## src/pcg_pkg.sv

```systemverilog
// Shared types, constants and command structures of the proximity cost grid.
package pcg_pkg;

  localparam int MAX_RECTS = 32;
  localparam int MAX_COLS  = 128;
  localparam int MAX_ROWS  = 128;

  localparam int RECT_AW    = (MAX_RECTS > 1) ? $clog2(MAX_RECTS) : 1;
  localparam int RECT_CW    = $clog2(MAX_RECTS + 1);
  localparam int COL_AW     = (MAX_COLS > 1) ? $clog2(MAX_COLS) : 1;
  localparam int ROW_AW     = (MAX_ROWS > 1) ? $clog2(MAX_ROWS) : 1;
  localparam int GRID_DEPTH = MAX_ROWS * MAX_COLS;
  localparam int GRID_AW    = (GRID_DEPTH > 1) ? $clog2(GRID_DEPTH) : 1;

  localparam int ACT_W      = 2;
  localparam int SLOT_W     = 5;
  localparam int COORD_W    = 16;
  localparam int CELL_W     = 7;
  localparam int COST_W     = 24;
  localparam int GRAD_W     = 29;
  localparam int KIND_W     = 2;
  localparam int CFG_IDX_W  = 3;
  localparam int CFG_DATA_W = 16;
  localparam int RECT_W     = 4 * COORD_W;

  localparam int CRD_W       = 20;
  localparam int SQ_W        = 2 * CRD_W;
  localparam int RAD_W       = SQ_W + 2;
  localparam int ROOT_W      = RAD_W / 2;
  localparam int SQRT_STEPS  = ROOT_W;
  localparam int SQRT_CNT_W  = $clog2(SQRT_STEPS);
  localparam int SREM_W      = ROOT_W + 3;
  localparam int DIV_NUM_W   = 32;
  localparam int DIV_DEN_W   = 16;
  localparam int DIV_CNT_W   = $clog2(DIV_NUM_W);

  localparam logic [CFG_IDX_W-1:0] CFG_CELL_SIZE     = 3'd0;
  localparam logic [CFG_IDX_W-1:0] CFG_GRID_COLS     = 3'd1;
  localparam logic [CFG_IDX_W-1:0] CFG_GRID_ROWS     = 3'd2;
  localparam logic [CFG_IDX_W-1:0] CFG_BARRIER_COUNT = 3'd3;
  localparam logic [CFG_IDX_W-1:0] CFG_NEAR_COST     = 3'd4;
  localparam logic [CFG_IDX_W-1:0] CFG_FAR_COST      = 3'd5;
  localparam logic [CFG_IDX_W-1:0] CFG_NEAR_DIST     = 3'd6;
  localparam logic [CFG_IDX_W-1:0] CFG_FAR_DIST      = 3'd7;

  localparam logic [7:0]  RST_CELL_SIZE = 8'd10;
  localparam logic [15:0] RST_NEAR_COST = 16'd10000;
  localparam logic [15:0] RST_FAR_COST  = 16'd1;
  localparam logic [15:0] RST_NEAR_DIST = 16'd80;
  localparam logic [15:0] RST_FAR_DIST  = 16'd1280;

  typedef enum logic [ACT_W-1:0] {
    ACT_LOAD    = 2'd0,
    ACT_COMPUTE = 2'd1,
    ACT_COST    = 2'd2,
    ACT_GRAD    = 2'd3
  } action_e;

  typedef enum logic [KIND_W-1:0] {
    KIND_CELL  = 2'd0,
    KIND_POINT = 2'd1,
    KIND_GRAD  = 2'd2
  } kind_e;

  typedef enum logic [2:0] {
    DIV_T  = 3'd0,
    DIV_PX = 3'd1,
    DIV_PY = 3'd2,
    DIV_GX = 3'd3,
    DIV_GY = 3'd4
  } div_sel_e;

  typedef enum logic [1:0] {
    SRC_NEAR = 2'd0,
    SRC_FAR  = 2'd1,
    SRC_MIX  = 2'd2,
    SRC_GRID = 2'd3
  } cost_src_e;

  typedef struct packed {
    logic      capture;
    logic      rect_we;
    logic      init_cell;
    logic      dist_calc;
    logic      sqrt_init;
    logic      sqrt_step;
    logic      min_upd;
    logic      div_start;
    div_sel_e  div_sel;
    logic      t_load;
    logic      t2_calc;
    logic      s_calc;
    logic      mix_calc;
    logic      cost_load;
    cost_src_e cost_src;
    logic      grid_we;
    logic      probe_init;
    logic      ix_load;
    logic      iy_load;
    logic      pc_load;
    logic      gx_load;
    logic      gy_load;
    logic      res_load;
  } pcg_cmd_t;

  typedef struct packed {
    logic n_zero;
    logic grid_empty;
    logic rect_more;
    logic sqrt_last;
    logic best_lt_near;
    logic best_ge_far;
    logic div_done;
    logic div_busy;
    logic probe_last;
    logic is_grad;
  } pcg_status_t;

endpackage

```

## src/pcg_ctrl.sv

```systemverilog
// Controller state machine sequencing loads, cell computations and queries.
module pcg_ctrl (
  input  logic                         clk_i,
  input  logic                         rst_ni,
  input  logic                         in_valid_i,
  input  logic [pcg_pkg::ACT_W-1:0]    action_i,
  output logic                         in_ready_o,
  input  logic                         out_ready_i,
  output logic                         out_valid_o,
  input  pcg_pkg::pcg_status_t         status_i,
  output pcg_pkg::pcg_cmd_t            cmd_o
);
  import pcg_pkg::*;

  localparam logic [4:0] S_IDLE   = 5'd0;
  localparam logic [4:0] S_LOAD   = 5'd1;
  localparam logic [4:0] S_CELL   = 5'd2;
  localparam logic [4:0] S_RD     = 5'd3;
  localparam logic [4:0] S_DIST   = 5'd4;
  localparam logic [4:0] S_SUM    = 5'd5;
  localparam logic [4:0] S_SQRT   = 5'd6;
  localparam logic [4:0] S_MIN    = 5'd7;
  localparam logic [4:0] S_MAP    = 5'd8;
  localparam logic [4:0] S_TDIV   = 5'd9;
  localparam logic [4:0] S_TWAIT  = 5'd10;
  localparam logic [4:0] S_T2     = 5'd11;
  localparam logic [4:0] S_S      = 5'd12;
  localparam logic [4:0] S_MIX    = 5'd13;
  localparam logic [4:0] S_SUMC   = 5'd14;
  localparam logic [4:0] S_WR     = 5'd15;
  localparam logic [4:0] S_PROBE  = 5'd16;
  localparam logic [4:0] S_XDIV   = 5'd17;
  localparam logic [4:0] S_XWAIT  = 5'd18;
  localparam logic [4:0] S_YDIV   = 5'd19;
  localparam logic [4:0] S_YWAIT  = 5'd20;
  localparam logic [4:0] S_GRD    = 5'd21;
  localparam logic [4:0] S_GRDW   = 5'd22;
  localparam logic [4:0] S_GXDIV  = 5'd23;
  localparam logic [4:0] S_GXWAIT = 5'd24;
  localparam logic [4:0] S_GYDIV  = 5'd25;
  localparam logic [4:0] S_GYWAIT = 5'd26;
  localparam logic [4:0] S_DONE   = 5'd27;

  logic [4:0] state_q, state_d;
  logic       out_valid_q, out_valid_d;

  always_comb begin
    state_d     = state_q;
    cmd_o       = '0;
    in_ready_o  = 1'b0;
    unique case (state_q)
      S_IDLE: begin
        in_ready_o = 1'b1;
        if (in_valid_i) begin
          cmd_o.capture = 1'b1;
          unique case (action_i)
            ACT_LOAD:    state_d = S_LOAD;
            ACT_COMPUTE: state_d = S_CELL;
            default:     state_d = S_PROBE;
          endcase
        end
      end
      S_LOAD: begin
        cmd_o.rect_we = 1'b1;
        state_d = S_IDLE;
      end
      S_CELL: begin
        if (status_i.n_zero) begin
          cmd_o.cost_load = 1'b1;
          cmd_o.cost_src  = SRC_FAR;
          state_d = S_WR;
        end else begin
          cmd_o.init_cell = 1'b1;
          state_d = S_RD;
        end
      end
      S_RD:   state_d = S_DIST;
      S_DIST: begin
        cmd_o.dist_calc = 1'b1;
        state_d = S_SUM;
      end
      S_SUM: begin
        cmd_o.sqrt_init = 1'b1;
        state_d = S_SQRT;
      end
      S_SQRT: begin
        cmd_o.sqrt_step = 1'b1;
        if (status_i.sqrt_last) begin
          state_d = S_MIN;
        end
      end
      S_MIN: begin
        cmd_o.min_upd = 1'b1;
        state_d = status_i.rect_more ? S_RD : S_MAP;
      end
      S_MAP: begin
        if (status_i.best_lt_near) begin
          cmd_o.cost_load = 1'b1;
          cmd_o.cost_src  = SRC_NEAR;
          state_d = S_WR;
        end else if (status_i.best_ge_far) begin
          cmd_o.cost_load = 1'b1;
          cmd_o.cost_src  = SRC_FAR;
          state_d = S_WR;
        end else begin
          state_d = S_TDIV;
        end
      end
      S_TDIV: begin
        cmd_o.div_start = 1'b1;
        cmd_o.div_sel   = DIV_T;
        state_d = S_TWAIT;
      end
      S_TWAIT: begin
        if (status_i.div_done) begin
          cmd_o.t_load = 1'b1;
          state_d = S_T2;
        end
      end
      S_T2: begin
        cmd_o.t2_calc = 1'b1;
        state_d = S_S;
      end
      S_S: begin
        cmd_o.s_calc = 1'b1;
        state_d = S_MIX;
      end
      S_MIX: begin
        cmd_o.mix_calc = 1'b1;
        state_d = S_SUMC;
      end
      S_SUMC: begin
        cmd_o.cost_load = 1'b1;
        cmd_o.cost_src  = SRC_MIX;
        state_d = S_WR;
      end
      S_WR: begin
        cmd_o.grid_we = 1'b1;
        state_d = S_DONE;
      end
      S_PROBE: begin
        if (status_i.grid_empty) begin
          cmd_o.cost_load = 1'b1;
          cmd_o.cost_src  = SRC_FAR;
          state_d = S_DONE;
        end else begin
          cmd_o.probe_init = 1'b1;
          state_d = S_XDIV;
        end
      end
      S_XDIV: begin
        cmd_o.div_start = 1'b1;
        cmd_o.div_sel   = DIV_PX;
        state_d = S_XWAIT;
      end
      S_XWAIT: begin
        cmd_o.div_sel = DIV_PX;
        if (status_i.div_done) begin
          cmd_o.ix_load = 1'b1;
          state_d = S_YDIV;
        end
      end
      S_YDIV: begin
        cmd_o.div_start = 1'b1;
        cmd_o.div_sel   = DIV_PY;
        state_d = S_YWAIT;
      end
      S_YWAIT: begin
        cmd_o.div_sel = DIV_PY;
        if (status_i.div_done) begin
          cmd_o.iy_load = 1'b1;
          state_d = S_GRD;
        end
      end
      S_GRD:  state_d = S_GRDW;
      S_GRDW: begin
        cmd_o.pc_load = 1'b1;
        if (!status_i.probe_last) begin
          state_d = S_XDIV;
        end else if (status_i.is_grad) begin
          state_d = S_GXDIV;
        end else begin
          cmd_o.cost_load = 1'b1;
          cmd_o.cost_src  = SRC_GRID;
          state_d = S_DONE;
        end
      end
      S_GXDIV: begin
        cmd_o.div_start = 1'b1;
        cmd_o.div_sel   = DIV_GX;
        state_d = S_GXWAIT;
      end
      S_GXWAIT: begin
        if (status_i.div_done) begin
          cmd_o.gx_load = 1'b1;
          state_d = S_GYDIV;
        end
      end
      S_GYDIV: begin
        cmd_o.div_start = 1'b1;
        cmd_o.div_sel   = DIV_GY;
        state_d = S_GYWAIT;
      end
      S_GYWAIT: begin
        if (status_i.div_done) begin
          cmd_o.gy_load = 1'b1;
          state_d = S_DONE;
        end
      end
      S_DONE: begin
        if (!out_valid_q || out_ready_i) begin
          cmd_o.res_load = 1'b1;
          state_d = S_IDLE;
        end
      end
      default: state_d = S_IDLE;
    endcase
  end

  always_comb begin
    if (cmd_o.res_load) begin
      out_valid_d = 1'b1;
    end else if (out_ready_i) begin
      out_valid_d = 1'b0;
    end else begin
      out_valid_d = out_valid_q;
    end
  end

  always_ff @(posedge clk_i or negedge rst_ni) begin
    if (!rst_ni) begin
      state_q     <= S_IDLE;
      out_valid_q <= 1'b0;
    end else begin
      state_q     <= state_d;
      out_valid_q <= out_valid_d;
    end
  end

  assign out_valid_o = out_valid_q;

  a_div_idle_on_start: assert property (@(posedge clk_i) disable iff (!rst_ni)
    cmd_o.div_start |-> !status_i.div_busy)
    else $error("Divider started while still busy.");

  a_div_done_waited: assert property (@(posedge clk_i) disable iff (!rst_ni)
    status_i.div_done |-> (state_q == S_TWAIT || state_q == S_XWAIT ||
                           state_q == S_YWAIT || state_q == S_GXWAIT ||
                           state_q == S_GYWAIT))
    else $error("Divider finished with no state waiting for it.");

  a_result_from_done: assert property (@(posedge clk_i) disable iff (!rst_ni)
    $rose(out_valid_q) |-> $past(state_q) == S_DONE)
    else $error("Result presented without a finished transaction.");

  a_stall_holds_done: assert property (@(posedge clk_i) disable iff (!rst_ni)
    (state_q == S_DONE && out_valid_q && !out_ready_i) |=> state_q == S_DONE)
    else $error("Pending result overwritten while the receiver stalls.");

endmodule

```

## config.mk

```make
export PLATFORM = sky130hd
export DESIGN_NAME = pcg_ctrl
export DESIGN_NICKNAME = d
export VERILOG_FILES = /design/src/pcg_pkg.sv /design/src/pcg_ctrl.sv
export SDC_FILE = /design/constraint.sdc
export NUM_CORES = 1
export LEC_CHECK = 0
export ABC_CLOCK_PERIOD_IN_PS = 1900
export BUFFER_PORTS_ARGS = -buffer_cell sky130_fd_sc_hd__buf_2
export CORE_MARGIN = 3
export CORE_UTILIZATION = 46
export DETAILED_ROUTE_END_ITERATION = 16
export PLACE_DENSITY = 0.81
export SLEW_MARGIN = 25
export SYNTH_ARGS = -nofsm -noshare
export SYNTH_HDL_FRONTEND = slang
export SYNTH_SLANG_ARGS = --single-unit
```

## constraint.sdc

```tcl
create_clock -name clk_i -period 1.9 [get_ports clk_i]
set_input_delay 0.38 -clock clk_i [delete_from_list [all_inputs] [get_ports clk_i]]
set_output_delay 0.38 -clock clk_i [all_outputs]
set_load 0.01 [all_outputs]
```

### Yosys cells after proc, flatten, opt, wreduce, memory -nomap -nowiden

Cells that the tools add are included.

| word-level totals | value |
|---|---|
| bits in registers | 6 |
| latch bits | 0 |
| bits in writable memories | 0 |
| bits in read-only memories | 0 |
| input bits | 16 |
| output and inout port bits | 28 |
| memories kept | 0 |

| cells by class | value |
|---|---|
| add/sub/neg operators | 0 |
| multipliers | 0 |
| divide/modulo/power cells | 0 |
| magnitude comparators | 0 |
| equality and inequality tests | 36 |
| shift-type cells | 0 |
| mux-type cells | 53 |
| bitwise logic cells | 0 |
| reduce and logical (&&, ||, !) cells | 9 |

Operator list:

| cell | count |
|---|---|
| case mux 5 bit (27 select lines) | 1 |
| equality test 5 bit, second input constant | 12 |
| two-way mux 5 bit | 10 |
| equality test 5 x 4 -> 1 bit, second input constant | 8 |
| two-way mux 1 bit | 28 |
| two-way mux 3 bit | 7 |
| equality test 5 x 3 -> 1 bit, second input constant | 4 |
| two-way mux 4 bit | 4 |
| != test 2 bit, second input constant | 8 |
| case mux 3 bit (5 select lines) | 1 |
| case mux 3 bit (4 select lines) | 1 |
| equality test 5 x 2 -> 1 bit, second input constant | 2 |
| case mux 5 bit (2 select lines) | 1 |
| AND reduction 8 bit | 1 |
| equality test 5 x 1 -> 1 bit, second input constant | 1 |
| zero test 5 bit | 1 |
| OR reduction 5 bit | 1 |
| OR reduction 2 bit | 2 |
| equality test 2 x 1 -> 1 bit, second input constant | 1 |
| zero test 2 bit | 1 |
| nonzero test 2 bit | 1 |
| zero test 1 bit | 1 |
| logical OR 1 bit | 1 |

### Longest topological paths before layout

| logic depth | value |
|---|---|
| word-level depth | 5 |
| mapped depth | 7 |
| depth with buffers taken out | 5 |

### Worst setup path after synthesis

OpenSTA, ideal clock, no wires.

| timing path | value |
|---|---|
| path kind | reg2reg |
| from | register state_q[3] |
| to | register state_q[1] |
| arrival time | 1,623 ps |
| required time | 1,775 ps |
| path slack | 152 ps |
| stages on the path, launching flop included | 7 |
| buffers on the path | 1 |
| clock period less this slack | 1,748 ps |
| path through | dfrtp_1 > nand2b_4 > buf_6 > or4_4 > o21ai_2 > or3_4 > mux2_4 |

| between the ends | value |
|---|---|
| longest elaborated chain between the ends | 3 |

Ends and longest elaborated chain:

| item | RTL line | text |
|---|---|---|
| start: declaration | pcg_ctrl.sv:44 | `logic [4:0] state_q, state_d;` |
| start signal: assignment | pcg_ctrl.sv:235 | `state_q <= state_d;` |
| equality test 5 bit (tied with other cells) | pcg_ctrl.sv:51 | `unique case (state_q)` |
| != test 2 bit (no line) | n/a |  |
| AND reduction 8 bit (no line) | n/a |  |

Parallel ways exist; a longest one is shown, timed or not.
A chain may end at the register's enable or synchronous reset.

==> flow_summary.yaml <==
outcome:
  status: "finished, violations left"
  violations: "setup timing"
timing:
  whs_ns: 0.427
  fmax_ghz: 0.487
  slew_viol_final: 0
  worst_slew_pin_slew_ns: 0.348
  layout_min_cycle_time_ns: 2.05
  relSlewSlack_pct: 76.8
  timing.setup.tns_ns: -0.325
  period_share_pct: 108
  rsz0062_at_grt: "true"
  hold_viol: 0
  finClkSkew_ns: 0.00882
  fin_ws_ns: -0.154
  setup_violations: 3
run:
  drv_cap: 0
final_layout:
  diodes: 0
  syn_to_final_growth_pct: 55.4
  drive_above_1_share_pct: 49.5
  final_nets: 212
critical_path:
  worstPathRequired_ns: 1.52
  path_class: "flop to primary output"
  cp_max_fo: 16
  startpoint_type: "flop"
  cp-end-kind: "primary output"
  cp.arrival_ns: 1.67
global_route:
  grt_pass1_vias: 1270
  antenna_found_initial: 0
  grt_pass1_wl_microns: 5560
  gr-usage-all-layers_pct: 27.6
  overflow: 0
  grt_max_degree: 21
floorplanning:
  die_area_sq_um: 2540
  start_util_pct: 50.3
  rows: 15
  ioPinCount: 44
  core-area_sq_um: 1800
  dieHeight_microns: 50.4
  dieWidth_microns: 50.4
detailed_routing:
  detail_route.iter0.violations: 117
  via_per_inst: 6.16
  drt-total-wl_microns: 3660
  wl_met1_microns: 1330
  wl_per_cell_microns: 16.7
  wl_met2_microns: 1840
  top_layer_used: "met4"
  drcViolationCount: 0
  via_count: 1349
  firstDrtPassIters: 4
  wl_met3_microns: 406
  drtAntennaViolNets: 0
place:
  numPortBuffers: 42
  dpl.hpwl_microns: 2420
  pre_cts_ws_ns: 0.0639
  routabilityCongestion: 0.877
clock_tree:
  cts_htree_levels: 1
  path_clk_slew_ns: 0.05
  cts_tree: "done"
  clock_latency_ns: 0.24
  cts_buffer_depth: 2
  cts.sinks: 6
  cts_made_buffers: 3
  root_buffer: "clkbuf_4"
synthesis:
  avgSynthCellArea_sq_um: 6.67
  syn_nets: 152
  synth_cell_type_count: 44
  yosysWarnings: 0
  syn-cell-area_sq_um: 907
  ys_seq_area_share_pct: 16.6
  ys.flop_type: "dfrtp_1"
  ys_seq_elements: 6
  synthCells: 136
  synth_edf_count: 0
  synthArstFlopShare_pct: 100
worst_hold_path:
  worstHoldPathType: "input pin to flop"
power_and_ir_drop:
  p_leak_nw: 0.713
  peakVddDrop_uv: 1050
  p_per_area_nw_per_um2: 1780
-- cell usage after synthesis (2+ instances only) --
master / number / area [sq um]
nor4_1: 3 / 18.8
dfrtp_1: 6 / 150
o21ai_0: 6 / 30.0
buf_4: 3 / 22.5
nand2b_1: 5 / 31.3
a21oi_1: 5 / 25.0
a31oi_1: 5 / 31.3
and3_1: 3 / 18.8
nand3_1: 5 / 25.0
inv_1: 6 / 22.5
nor2_1: 19 / 71.3
buf_2: 7 / 35.0
nor2b_1: 6 / 37.5
nand2_1: 12 / 45.0
nand4_1: 3 / 18.8
clkbuf_1: 2 / 7.51
nor3_1: 11 / 55.1
a211oi_1: 3 / 22.5
-- cells in the final DEF, fill, tap and decap left out, drive strengths merged, types with 2 or more instances in the layout --
cell,n
or3,2
a31oi,5
nand3,5
dfrtp,6
nor2b,6
clkbuf,3
nor4,3
nand2,12
and3,3
nand2b,6
inv,6
buf,68
nand4,3
a211oi,3
a21oi,5
nor3,11
o21ai,7
nor2,19
-- registers in the layout (all words and copies together) (netlist names) --
name and flops:
state_q 5, out_valid_o 1
-- per-layer routing --
metal / vias to the layer above / GRT usage (%)
li1: 616 / -
met1: 612 / 34.1
met2: 106 / 49.1
met3: 15 / 2.67
met4: 0 / 10.3
met5: - / 0
-- layout make-up --
type	instances	area, sq um
clock buffer	3	22.5
timing repair buffer	69	455
multi-input combinational	110	724
fill	115	392
tap	25	31.3
sequential	6	154
inverter	6	22.5
-- path summary, 6_finish.rpt --
check                                   startpoint                 endpoint  slack (ns)  cells after the start
hold reg to reg            out_valid_o$_DFFE_PN0P_  out_valid_o$_DFFE_PN0P_        0.57                      2
setup / recovery            state_q[1]$_DFFE_PN0P_                cmd_o[10]       -0.15                      6
hold / removal                         status_i[0]   state_q[2]$_DFFE_PN0P_        0.43                      3
setup reg to reg            state_q[3]$_DFFE_PN0P_   state_q[1]$_DFFE_PN0P_       -0.09                      6
max in group asynchronous                   rst_ni   state_q[4]$_DFFE_PN0P_        1.25                      2
min in group asynchronous                   rst_ni   state_q[2]$_DFFE_PN0P_        0.50                      2
-- per-stage QoR --
stage	total power, mW	cell area [sq um]	std cells	utilization (%)
2_1_floorplan	1.40	907	136	-
3_3_place_gp	1.92	1220	206	67.8
3_5_place_dp	1.99	1220	206	67.8
4_1_cts	2.19	1310	213	72.6
5_1_grt	2.66	1410	219	78.3
6_report	2.51	1410	219	78.3
-- cell families after synthesis --
| kind of cell | after synthesis | share of synthesized area, % |
|---|---|---|
| compound gates | 33 | 25.2 |
| buf+inv | 20 | 11.3 |
| flops | 6 | 16.6 |
| mux | 2 | 2.76 |
| fa+ha+maj | 1 | 1.24 |
| simple gates | 74 | 42.9 |
-- critical path, stage by stage (launching register included) --
cell	delay (ns)
dfrtp_1	0.43
buf_6	0.19
o21bai_1	0.16
o21ai_0	0.24
nand3_1	0.15
nand4_1	0.12
buf_2	0.14
-- power breakdown --
group	internal, mW	switching [mW]
Clock	0.0716	0.0473
Combinational	0.946	1.13
Sequential	0.200	0.114
-- what timing repair did --
item                                    in CTS  in global routing
cloned                                       0                  0
hold buffers                                 1                  0
pin swaps                                    3                  5
gates resized for setup                     10                 15
endpoints found under the setup margin       8                 12
hold endpoints to repair                     6                  0
buffers inserted                             3                  6
(Power assumes the default switching activity.)
